===== src/hdl/cws_pkg.sv =====
// Shared types, character codes and sizing constants for the comment and whitespace stripper.
package cws_pkg;

    localparam logic [7:0] CHAR_HASH  = 8'h23;
    localparam logic [7:0] CHAR_LF    = 8'h0A;
    localparam logic [7:0] CHAR_CR    = 8'h0D;
    localparam logic [7:0] CHAR_TAB   = 8'h09;
    localparam logic [7:0] CHAR_SPACE = 8'h20;

    localparam int RESULT_FIFO_DEPTH = 8;

    typedef enum logic [2:0] {
        ST_LINE_START = 3'd0,
        ST_NL_PENDING = 3'd1,
        ST_COMMENT    = 3'd2,
        ST_CH_PENDING = 3'd3,
        ST_SP_PENDING = 3'd4,
        ST_SP_SKIP    = 3'd5
    } scan_state_t;

    typedef struct packed {
        logic [7:0] data;
        logic       valid;
        logic       last;
    } result_t;

    typedef struct packed {
        logic [1:0] count;
        result_t    first;
        result_t    second;
    } push_t;

endpackage


===== src/hdl/cws_scanner.sv =====
// Input register, scan state machine and result formation for one byte per cycle.
module cws_scanner
    import cws_pkg::*;
(
    input  logic       clk,
    input  logic       rst_n,
    input  logic       in_accept,
    input  logic [7:0] in_byte,
    input  logic       in_final,
    output push_t      push
);

    logic        in_valid_reg;
    logic [7:0]  in_byte_reg;
    logic        in_final_reg;
    scan_state_t state_reg;
    scan_state_t state_next;
    scan_state_t step_state;
    logic [7:0]  held_reg;
    logic [7:0]  held_next;
    logic        have;
    logic [7:0]  emit;
    logic        is_eol;
    logic        is_blank;
    logic        is_hash;

    assign is_eol   = (in_byte_reg == CHAR_LF) || (in_byte_reg == CHAR_CR);
    assign is_blank = (in_byte_reg == CHAR_TAB) || (in_byte_reg == CHAR_SPACE);
    assign is_hash  = (in_byte_reg == CHAR_HASH);

    always_ff @(posedge clk or negedge rst_n)
    begin
        if (!rst_n)
        begin
            in_valid_reg <= 1'b0;
            state_reg    <= ST_LINE_START;
            held_reg     <= 8'h00;
        end
        else
        begin
            in_valid_reg <= in_accept;
            state_reg    <= state_next;
            held_reg     <= held_next;
        end
    end

    always_ff @(posedge clk)
    begin
        if (in_accept)
        begin
            in_byte_reg  <= in_byte;
            in_final_reg <= in_final;
        end
    end

    // Next state.
    always_comb
    begin
        unique case (state_reg)
            ST_COMMENT:
            begin
                step_state = is_eol ? ST_NL_PENDING : ST_COMMENT;
            end
            ST_CH_PENDING:
            begin
                if (is_hash)
                    step_state = ST_COMMENT;
                else if (is_eol)
                    step_state = ST_NL_PENDING;
                else if (is_blank)
                    step_state = ST_SP_PENDING;
                else
                    step_state = ST_CH_PENDING;
            end
            ST_SP_PENDING, ST_SP_SKIP:
            begin
                if (is_hash)
                    step_state = ST_COMMENT;
                else if (is_eol)
                    step_state = ST_NL_PENDING;
                else if (is_blank)
                    step_state = ST_SP_SKIP;
                else
                    step_state = ST_CH_PENDING;
            end
            default:
            begin
                if (is_hash)
                    step_state = ST_COMMENT;
                else if (is_eol || is_blank)
                    step_state = ST_LINE_START;
                else
                    step_state = ST_CH_PENDING;
            end
        endcase

        state_next = state_reg;
        held_next  = held_reg;
        if (in_valid_reg)
        begin
            state_next = in_final_reg ? ST_LINE_START : step_state;
            held_next  = in_final_reg ? 8'h00 : in_byte_reg;
        end
    end

    // Outputs: the character that the current state holds back.
    always_comb
    begin
        unique case (state_reg)
            ST_NL_PENDING:
            begin
                have = 1'b1;
                emit = CHAR_LF;
            end
            ST_CH_PENDING:
            begin
                have = 1'b1;
                emit = held_reg;
            end
            ST_SP_PENDING:
            begin
                have = 1'b1;
                emit = CHAR_SPACE;
            end
            default:
            begin
                have = 1'b0;
                emit = 8'h00;
            end
        endcase
    end

    always_comb
    begin
        push.first  = '{data: emit, valid: have, last: 1'b0};
        push.second = '{data: in_byte_reg, valid: 1'b1, last: 1'b1};
        push.count  = 2'd0;
        if (in_valid_reg)
        begin
            if (!in_final_reg)
            begin
                push.count = {1'b0, have};
            end
            else if (step_state == ST_CH_PENDING)
            begin
                if (have)
                begin
                    push.count = 2'd2;
                end
                else
                begin
                    push.count = 2'd1;
                    push.first = push.second;
                end
            end
            else
            begin
                push.count      = 2'd1;
                push.first.last = 1'b1;
            end
        end
    end

    a_two_only_on_final: assert property (@(posedge clk) disable iff (!rst_n)
        (push.count == 2'd2) |-> (in_valid_reg && in_final_reg && have))
        else $error("two results pushed outside a final character flush");

    a_final_restarts: assert property (@(posedge clk) disable iff (!rst_n)
        (in_valid_reg && in_final_reg) |=> (state_reg == ST_LINE_START && held_reg == 8'h00))
        else $error("state not returned to line start after the last byte");

    a_final_marks_end: assert property (@(posedge clk) disable iff (!rst_n)
        (in_valid_reg && in_final_reg) |-> (push.count != 2'd0))
        else $error("last byte produced no result");

endmodule


===== src/hdl/cws_result_fifo.sv =====
// Result queue that takes up to two results per cycle and delivers one per transfer.
module cws_result_fifo
    import cws_pkg::*;
#(
    parameter int DEPTH = RESULT_FIFO_DEPTH
)
(
    input  logic    clk,
    input  logic    rst_n,
    input  push_t   push,
    output logic    space_ok,
    output logic    out_valid,
    output result_t out_res,
    input  logic    out_ready
);

    localparam int PW = $clog2(DEPTH);
    localparam int CW = $clog2(DEPTH + 1);

    result_t         mem_reg [DEPTH];
    logic [PW-1:0]   wr_ptr_reg;
    logic [PW-1:0]   wr_ptr_next;
    logic [PW-1:0]   wr_ptr_inc;
    logic [PW-1:0]   rd_ptr_reg;
    logic [PW-1:0]   rd_ptr_next;
    logic [CW-1:0]   count_reg;
    logic [CW-1:0]   count_next;
    logic            pop;

    function automatic logic [PW-1:0] wrap_inc(input logic [PW-1:0] p);
        logic [PW-1:0] r;
        if (p == PW'(DEPTH - 1))
            r = '0;
        else
            r = p + 1'b1;
        return r;
    endfunction

    assign pop       = out_valid && out_ready;
    assign out_valid = (count_reg != '0);
    assign out_res   = mem_reg[rd_ptr_reg];
    // Room for the item in the input register and one more, two results each.
    assign space_ok  = (count_reg <= CW'(DEPTH - 4));
    assign wr_ptr_inc = wrap_inc(wr_ptr_reg);

    always_comb
    begin
        rd_ptr_next = pop ? wrap_inc(rd_ptr_reg) : rd_ptr_reg;
        case (push.count)
            2'd1:    wr_ptr_next = wr_ptr_inc;
            2'd2:    wr_ptr_next = wrap_inc(wr_ptr_inc);
            default: wr_ptr_next = wr_ptr_reg;
        endcase
        count_next = count_reg + CW'(push.count) - CW'(pop);
    end

    always_ff @(posedge clk or negedge rst_n)
    begin
        if (!rst_n)
        begin
            wr_ptr_reg <= '0;
            rd_ptr_reg <= '0;
            count_reg  <= '0;
        end
        else
        begin
            wr_ptr_reg <= wr_ptr_next;
            rd_ptr_reg <= rd_ptr_next;
            count_reg  <= count_next;
        end
    end

    always_ff @(posedge clk)
    begin
        if (push.count != 2'd0)
            mem_reg[wr_ptr_reg] <= push.first;
        if (push.count == 2'd2)
            mem_reg[wr_ptr_inc] <= push.second;
    end

    a_no_overflow: assert property (@(posedge clk) disable iff (!rst_n)
        (count_reg + CW'(push.count)) <= CW'(DEPTH))
        else $error("result queue overflow");

    a_count_tracks: assert property (@(posedge clk) disable iff (!rst_n)
        (push.count == 2'd0 && !pop) |=> $stable(count_reg))
        else $error("queue count changed without a push or a transfer");

    a_pop_drains: assert property (@(posedge clk) disable iff (!rst_n)
        (push.count == 2'd0 && pop) |=> (count_reg == $past(count_reg) - 1'b1))
        else $error("transfer did not reduce the queue count");

endmodule


===== src/hdl/comment_whitespace_stripper.sv =====
// Top level of the comment and whitespace stripper with stream input and output ports.
// Results caused by a byte are formed from the scanner's input register, written into the result
// queue and then transfer out of it. Throughput: one input byte per cycle while s_tready is high;
// each byte yields at most one result except the last byte, which may yield two, and the output
// side delivers one result per cycle while m_tready is high.
// Input is held off while the result queue could not absorb two more items' results.
// Reset (rst_n, asynchronous, active low) empties the queue and returns the scanner to line start.
module comment_whitespace_stripper
    import cws_pkg::*;
#(
    parameter int FIFO_DEPTH = RESULT_FIFO_DEPTH
)
(
    input  logic       clk,
    input  logic       rst_n,
    input  logic       s_tvalid,
    output logic       s_tready,
    input  logic [7:0] s_tdata,   // [7:0] in_byte
    input  logic       s_tlast,   // final_byte
    output logic       m_tvalid,
    input  logic       m_tready,
    output logic [7:0] m_tdata,   // [7:0] out_byte
    output logic       m_tuser,   // byte_valid
    output logic       m_tlast    // end_of_text
);

    push_t   push;
    result_t out_res;
    logic    space_ok;

    assign s_tready = space_ok;

    cws_scanner u_scanner (
        .clk       (clk),
        .rst_n     (rst_n),
        .in_accept (s_tvalid && s_tready),
        .in_byte   (s_tdata),
        .in_final  (s_tlast),
        .push      (push)
    );

    cws_result_fifo #(
        .DEPTH (FIFO_DEPTH)
    ) u_result_fifo (
        .clk       (clk),
        .rst_n     (rst_n),
        .push      (push),
        .space_ok  (space_ok),
        .out_valid (m_tvalid),
        .out_res   (out_res),
        .out_ready (m_tready)
    );

    assign m_tdata = out_res.data;
    assign m_tuser = out_res.valid;
    assign m_tlast = out_res.last;

endmodule

===== config.mk =====
export PLATFORM = sky130hd
export DESIGN_NAME = comment_whitespace_stripper
export DESIGN_NICKNAME = d
export VERILOG_FILES = /design/src/hdl/cws_pkg.sv /design/src/hdl/cws_scanner.sv /design/src/hdl/cws_result_fifo.sv /design/src/hdl/comment_whitespace_stripper.sv
export SDC_FILE = /design/constraint.sdc
export NUM_CORES = 1
export LEC_CHECK = 0
export BUFFER_PORTS_ARGS = -buffer_cell sky130_fd_sc_hd__buf_2
export CAP_MARGIN = 20
export CORE_ASPECT_RATIO = 1.2
export CORE_MARGIN = 1
export CORE_UTILIZATION = 67
export CTS_BUF_LIST = sky130_fd_sc_hd__clkbuf_16
export DETAILED_ROUTE_END_ITERATION = 8
export GPL_TIMING_DRIVEN = 0
export PLACE_DENSITY = 0.85
export RECOVER_POWER = 100
export SYNTH_ARGS = -nofsm -noshare
export SYNTH_HDL_FRONTEND = slang
export SYNTH_SLANG_ARGS = --single-unit
export TNS_END_PERCENT = 100

===== constraint.sdc =====
create_clock -name clk -period 5.29 [get_ports clk]
set_input_delay 0.529 -clock clk [delete_from_list [all_inputs] [get_ports clk]]
set_output_delay 0.529 -clock clk [all_outputs]
set_load 0.01 [all_outputs]

==> impl_metrics.py, run 1 <==
metrics = {
    "flow_run": {
        "cap_violations": 0,
    },
    "synth": {
        "synth_seq_area_share": 0.482,
        "avgSynthCellArea_um2": 11.4,
        "synth_nets": 588,
        "yosys_warnings": 0,
        "synth.largest_area_cell": "edfxtp_1",
        "synth-edff-count": 73,
        "synth-main-ff-cell": "edfxtp_1",
        "synth_top_area_share": 0.345,
        "ys_seq_elements": 111,
        "synthCells": 560,
        "synth_cell_types": 67,
        "synth_area_mm2": 0.00636,
        "ys_top_cells_by_area": "edfxtp_1, dfrtp_1, mux4_2",
        "async_reset_ff_frac": 0.198,
    },
    "global_route": {
        "grt_pass1_wl_mm": 28.6,
        "grt_start_max_net_pins": 23,
        "gr-usage-met1": 0.472,
        "gr-total-overflow": 0,
        "grtUsageMet3": 0.0844,
        "grt_pass1_vias": 5175,
        "top_usage_layer": "met2",
        "use_met2": 0.681,
        "track_usage": 0.397,
        "antenna_found_initial": 0,
    },
    "pwr": {
        "p_sw_frac": 0.398,
        "p_clk_frac": 0.202,
        "p_int_mw": 1.97,
        "vdd_drop_max_uv": 366,
        "power_frac_comb": 0.430,
        "p_leak_nw": 2.37,
        "powerDensity_mw_per_mm2": 477,
        "power_frac_seq": 0.369,
        "switchingPower_mw": 1.30,
    },
    "routing": {
        "drcViolationCount": 0,
        "drt-pass1-iter-count": 6,
        "drt_iter0_markers": 850,
        "antenna_left": 0,
        "vias_per_cell": 7.37,
        "wl_mm": 18.7,
        "wl_per_cell_um": 26.0,
        "vias": 5318,
    },
    "critical_path": {
        "startpoint_type": "flop",
        "critPathCaptureType": "flop",
        "critical_path_arrival_ns": 4.67,
        "cp_max_fo": 10,
        "path_class": "reg -> reg",
        "worst_ep_required_time_ns": 5.35,
    },
    "clocking": {
        "post_cts_buffers": 0,
        "path_clk_slew_ns": 0.07,
        "ctsResizeCount": 0,
        "cts_tree": "built",
        "cts_max_level": 3,
        "cts_made_buffers": 9,
        "cts_hold_buf": 0,
        "cts-root-buf": "clkbuf_16",
        "clkLatencyLatePin_ns": 0.36,
        "clockBufferDepth": 2,
        "cts_sinks": 111,
    },
    "floorplanning": {
        "initial_core_util": 0.697,
        "fp.dieW_um": 90.9,
        "io_pins": 25,
        "core_mm2": 0.00913,
        "row_count": 38,
        "die_area_mm2": 0.00989,
        "fp.dieH_um": 109,
    },
    "final_layout": {
        "num_antenna_cells": 0,
        "largest_register_ff_count": 80,
        "layout_common_cells": "edfxtp_1, a22oi_1, clkbuf_1",
        "mostFrequentLayoutCell": "edfxtp_1",
        "area_growth_pct": 7.93,
        "nets": 625,
        "final_area_mm2": 0.00686,
        "drive_gt1_frac": 0.171,
        "fill_cells": 618,
        "fin_cells": 722,
    },
    "sta": {
        "final.setup.tns_ns": 0,
        "worst_clock_skew_ns": 0.00860,
        "rsz0062_at_grt": "false",
        "finalSetupViolCount": 0,
        "timing.final.crit_share": 0.870,
        "fmax_mhz": 217,
        "timing.hold.ws_ns": 0.348,
        "drv_slew": 0,
        "setup_ws_ns": 0.687,
        "fin_crit_ns": 4.60,
        "finalHoldViolations": 0,
        "worst_pin_slew_ns": 1.27,
        "relSlewSlack": 0.151,
    },
    "placement": {
        "port_buffers": 24,
        "hpwl_mm": 13.1,
        "placed_cell_area_mm2": 0.00664,
        "placedCellCount": 706,
        "gp_congestion": 0.961,
        "pre_cts_ws_ns": 1.42,
    },
    "min_path": {
        "hp-class": "in -> reg",
    },
    "outcome": {
        "outcome": "finished, final reports clean",
    },
}
==> cells by family (layout without fill, tap and decap cells) <==
group | Yosys count | in the layout | share of synthesized area
AOI/OAI and AO/OA | 188 | 188 | 0.207
xor gates and xnor gates | 5 | 5 | 0.00689
adders and majority gates | 15 | 15 | 0.0307
buffers and inverters | 76 | 118 | 0.0533
DFF | 111 | 111 | 0.482
muxes | 35 | 35 | 0.0972
and+or+nand+nor | 130 | 130 | 0.123
==> layer usage <==
layer,vias to the layer above,wire length (µm)
met5,-,0
met2,489,9130
met3,125,2390
met1,2428,6030
met4,0,1200
li1,2276,-
==> critical path, cell delays in order, from the launching register on <==
cell and delay, ns:
edfxtp_1 0.38, buf_6 0.17, nor3_4 0.36, nand3_1 0.31, clkbuf_1 0.33, nand4_1 0.18, o211ai_1 0.17, ha_1 0.35
nor3_1 0.80, clkinv_1 0.56, o21ai_0 0.43, buf_4 0.28
==> power by group through the flow <==
| stage | clock, mW | sequential (mW) | combinational [mW] |
|---|---|---|---|
| global placement | 0 | 1.21 | 1.34 |
| detailed placement | 0 | 1.22 | 1.40 |
| global route | 0.686 | 1.22 | 1.51 |
| floorplan | 0 | 1.19 | 1.03 |
| CTS | 0.656 | 1.20 | 1.42 |
| finish | 0.660 | 1.21 | 1.41 |
==> worst paths after layout <==
| kind | end | slack [ns] | depth (start not counted) | start |
|---|---|---|---|---|
| min reg2reg | u_scanner.held_reg[2] | 0.49 | 1 | u_scanner.held_reg[2] |
| max | u_result_fifo.mem_reg[5][8] | 0.69 | 11 | u_scanner.in_byte_reg[7] |
| min | u_scanner.in_byte_reg[1] | 0.35 | 1 | s_tdata[1] |
| max reg2reg | u_result_fifo.mem_reg[5][8] | 0.69 | 11 | u_scanner.in_byte_reg[7] |
| min in group asynchronous | u_result_fifo.count_reg[3] | 0.43 | 1 | rst_n |
| max in group asynchronous | u_scanner.held_reg[4] | 4.11 | 1 | rst_n |
==> area by class of cell <==
cell class / count / area [µm²] / area share
tap: 120 / 150 / 0.0219
buffer: 50 / 225 / 0.0328
clock inverter: 7 / 53.8 / 0.00784
inverter: 26 / 97.6 / 0.0142
sequential: 111 / 3060 / 0.446
multi-input combinational: 373 / 2930 / 0.427
timing repair buffer: 26 / 118 / 0.0171
clock buffer: 9 / 225 / 0.0328
==> through the flow <==
stage	utilization	power (mW)
after CTS	0.758	3.27
after global routing	0.752	3.41
final	0.752	3.28
after floorplan	-	2.22
after detailed placement	0.728	2.63
after global placement	0.726	2.55
==> synth_stat cells, types with 6 or more instances <==
cell type  instances
a22oi_1           46
o21ai_1            6
nor3_1            24
nand4_1           10
buf_2             21
nor2b_1            7
edfxtp_1          73
mux2_2            14
inv_1             20
nor2_1            10
clkbuf_1          19
o2bb2ai_1          6
and2_1             6
nand2_1           31
o21ai_0           35
o31ai_1           33
a21oi_1           22
dfxtp_1           16
mux4_2            20
dfrtp_1           22
ha_1              14
a21oi_2            6
(Power assumes the default switching activity.)
==> inputs of run 2 (changes only) <==
--- a/config.mk
+++ b/config.mk
@@ -8,7 +8,7 @@
 export BUFFER_PORTS_ARGS = -buffer_cell sky130_fd_sc_hd__buf_2
 export CAP_MARGIN = 20
 export CORE_ASPECT_RATIO = 1.2
-export CORE_MARGIN = 1
+export CORE_MARGIN = 5
 export CORE_UTILIZATION = 67
 export CTS_BUF_LIST = sky130_fd_sc_hd__clkbuf_16
 export DETAILED_ROUTE_END_ITERATION = 8
==> run 2 against run 1 <==
Routed wire length shrank 1.0%. Final area grew 0.11%. Highest routed layer unchanged. Worst setup slack gained 0.021 ns. Sequential share of layout area is essentially flat. Critical path type unchanged. Die area grew 17%. Combinational power is essentially flat. Non-clock buffer count is the same. Global-route usage shrank 6.2 points.
==> impl_metrics.py, run 2 (same netlist as run 1, synthesis figures left out) <==
metrics = {
    "critical_path": {
        "crit_path_max_incr_delay_ns": 0.73,
        "cpLargestDelayFamily": "buffers and inverters",
        "worstPathCellList": "clkbuf_1 -> nor2b_1 -> o211ai_1 -> clkbuf_1 -> nand4_1 -> ha_1 -> nor3_1 -> clkinv_1 -> o21ai_0 -> clkbuf_1",
        "startpoint_type": "flop",
        "cpMaxStageDelayCell": "nor3_1",
        "cpMostUsedCell": "clkbuf_1",
        "worst_ep_required_time_ns": 5.31,
        "path_buf_inv": 4,
        "critPathCaptureType": "flop",
        "path_class": "reg -> reg",
        "cp_max_fo": 10,
        "critical_path_arrival_ns": 4.60,
    },
    "sta": {
        "fmax_mhz": 218,
        "worst_pin_slew_ns": 1.27,
        "worst_clock_skew_ns": 0.0104,
        "finalHoldViolations": 0,
        "rsz0062_at_grt": "false",
        "drv_slew": 0,
        "setup_ws_ns": 0.708,
        "relSlewSlack": 0.153,
        "final.setup.tns_ns": 0,
        "finalSetupViolCount": 0,
        "timing.final.crit_share": 0.866,
        "fin_crit_ns": 4.58,
    },
    "routing": {
        "drt-met1-wl_mm": 6.42,
        "wl_met3_mm": 1.79,
        "antenna_left": 0,
        "dr_wl_met2_mm": 9.01,
        "drt-pass1-iter-count": 6,
        "drcViolationCount": 0,
        "wl_mm": 18.6,
        "vias": 5158,
        "drt_iter0_markers": 590,
        "top_layer": "met4",
        "vias_per_cell": 7.11,
        "wl_per_cell_um": 25.6,
    },
    "final_layout": {
        "fill_cells": 661,
        "area_growth_pct": 8.05,
        "mostFrequentLayoutCell": "edfxtp_1",
        "drive_gt1_frac": 0.168,
        "fin_cells": 725,
        "layout_common_cells": "edfxtp_1, a22oi_1, clkbuf_1",
        "nets": 625,
        "largest_register_ff_count": 80,
        "num_antenna_cells": 0,
    },
    "placement": {
        "pre_cts_ws_ns": 1.45,
        "placedCellCount": 709,
        "port_buffers": 24,
        "gp_congestion": 0.975,
        "hpwl_mm": 13.3,
    },
    "clocking": {
        "ctsResizeCount": 0,
        "cts_max_level": 3,
        "clkLatencyLatePin_ns": 0.36,
        "path_clk_slew_ns": 0.08,
        "post_cts_buffers": 0,
        "cts_sinks": 111,
        "cts_made_buffers": 9,
        "cts-root-buf": "clkbuf_16",
        "clockBufferDepth": 2,
        "cts_hold_buf": 0,
        "cts_tree": "built",
    },
    "floorplanning": {
        "fp.dieW_um": 98.9,
        "core_mm2": 0.00942,
        "initial_core_util": 0.675,
        "die_area_mm2": 0.0115,
        "row_count": 39,
        "io_pins": 25,
        "fp.dieH_um": 117,
    },
    "flow_run": {
        "cap_violations": 0,
    },
    "global_route": {
        "grt_pass1_vias": 5054,
        "antenna_found_initial": 0,
        "track_usage": 0.335,
        "grt_pass1_wl_mm": 28.5,
        "grt_start_max_net_pins": 23,
        "gr-total-overflow": 0,
    },
    "pwr": {
        "vdd_drop_max_uv": 404,
        "p_leak_nw": 2.36,
        "powerDensity_mw_per_mm2": 477,
    },
    "min_path": {
        "hp-class": "in -> reg",
    },
    "outcome": {
        "outcome": "finished, final reports clean",
    },
}
==> run 2: final timing paths <==
kind | endpoint | start | slack, ns | depth (start not counted)
max reg2reg | u_result_fifo.mem_reg[5][7] | u_scanner.in_byte_reg[0] | 0.71 | 10
max in group asynchronous | u_scanner.state_reg[0] | rst_n | 4.12 | 1
max | u_result_fifo.mem_reg[5][7] | u_scanner.in_byte_reg[0] | 0.71 | 10
min reg2reg | u_result_fifo.mem_reg[2][0] | u_result_fifo.mem_reg[2][0] | 0.49 | 2
min | u_scanner.in_byte_reg[2] | s_tdata[2] | 0.34 | 1
min in group asynchronous | u_result_fifo.count_reg[3] | rst_n | 0.42 | 1
==> run 2: cell type report <==
type | count | area (µm²) | share of cell area
clock inverters | 7 | 63.8 | 0.00929
plain buffers | 50 | 221 | 0.0322
repair buffers | 26 | 114 | 0.0166
inverters | 26 | 97.6 | 0.0142
well taps | 123 | 154 | 0.0224
clock buffers | 9 | 225 | 0.0328
multi-input cells | 373 | 2930 | 0.427
flip-flops and latches | 111 | 3060 | 0.446
==> run 2: layer usage <==
metal / GRT usage / vias up
met4: 0.230 / 0
met3: 0.0562 / 94
met1: 0.396 / 2416
met2: 0.564 / 383
met5: 0 / -
li1: - / 2265
==> run 2: report_power, final <==
| part | leakage (nW) | switching, mW | internal, mW | total, mW |
|---|---|---|---|---|
| registers | 1.13 | 0.109 | 1.10 | 1.21 |
| clock network | 0.143 | 0.346 | 0.332 | 0.678 |
| logic | 1.09 | 0.851 | 0.541 | 1.39 |
| total | 2.36 | 1.31 | 1.97 | 3.28 |
==> run 2: per-stage QoR <==
| stage | hold WS, ns | util | power (mW) | area, µm² |
|---|---|---|---|---|
| floorplan | 0.233 | - | 2.22 | 6360 |
| global placement | 0.450 | 0.704 | 2.57 | 6630 |
| detailed placement | 0.465 | 0.705 | 2.63 | 6640 |
| CTS | 0.150 | 0.736 | 3.29 | 6930 |
| global route | 0.343 | 0.730 | 3.45 | 6870 |
| finish | 0.338 | 0.730 | 3.28 | 6870 |
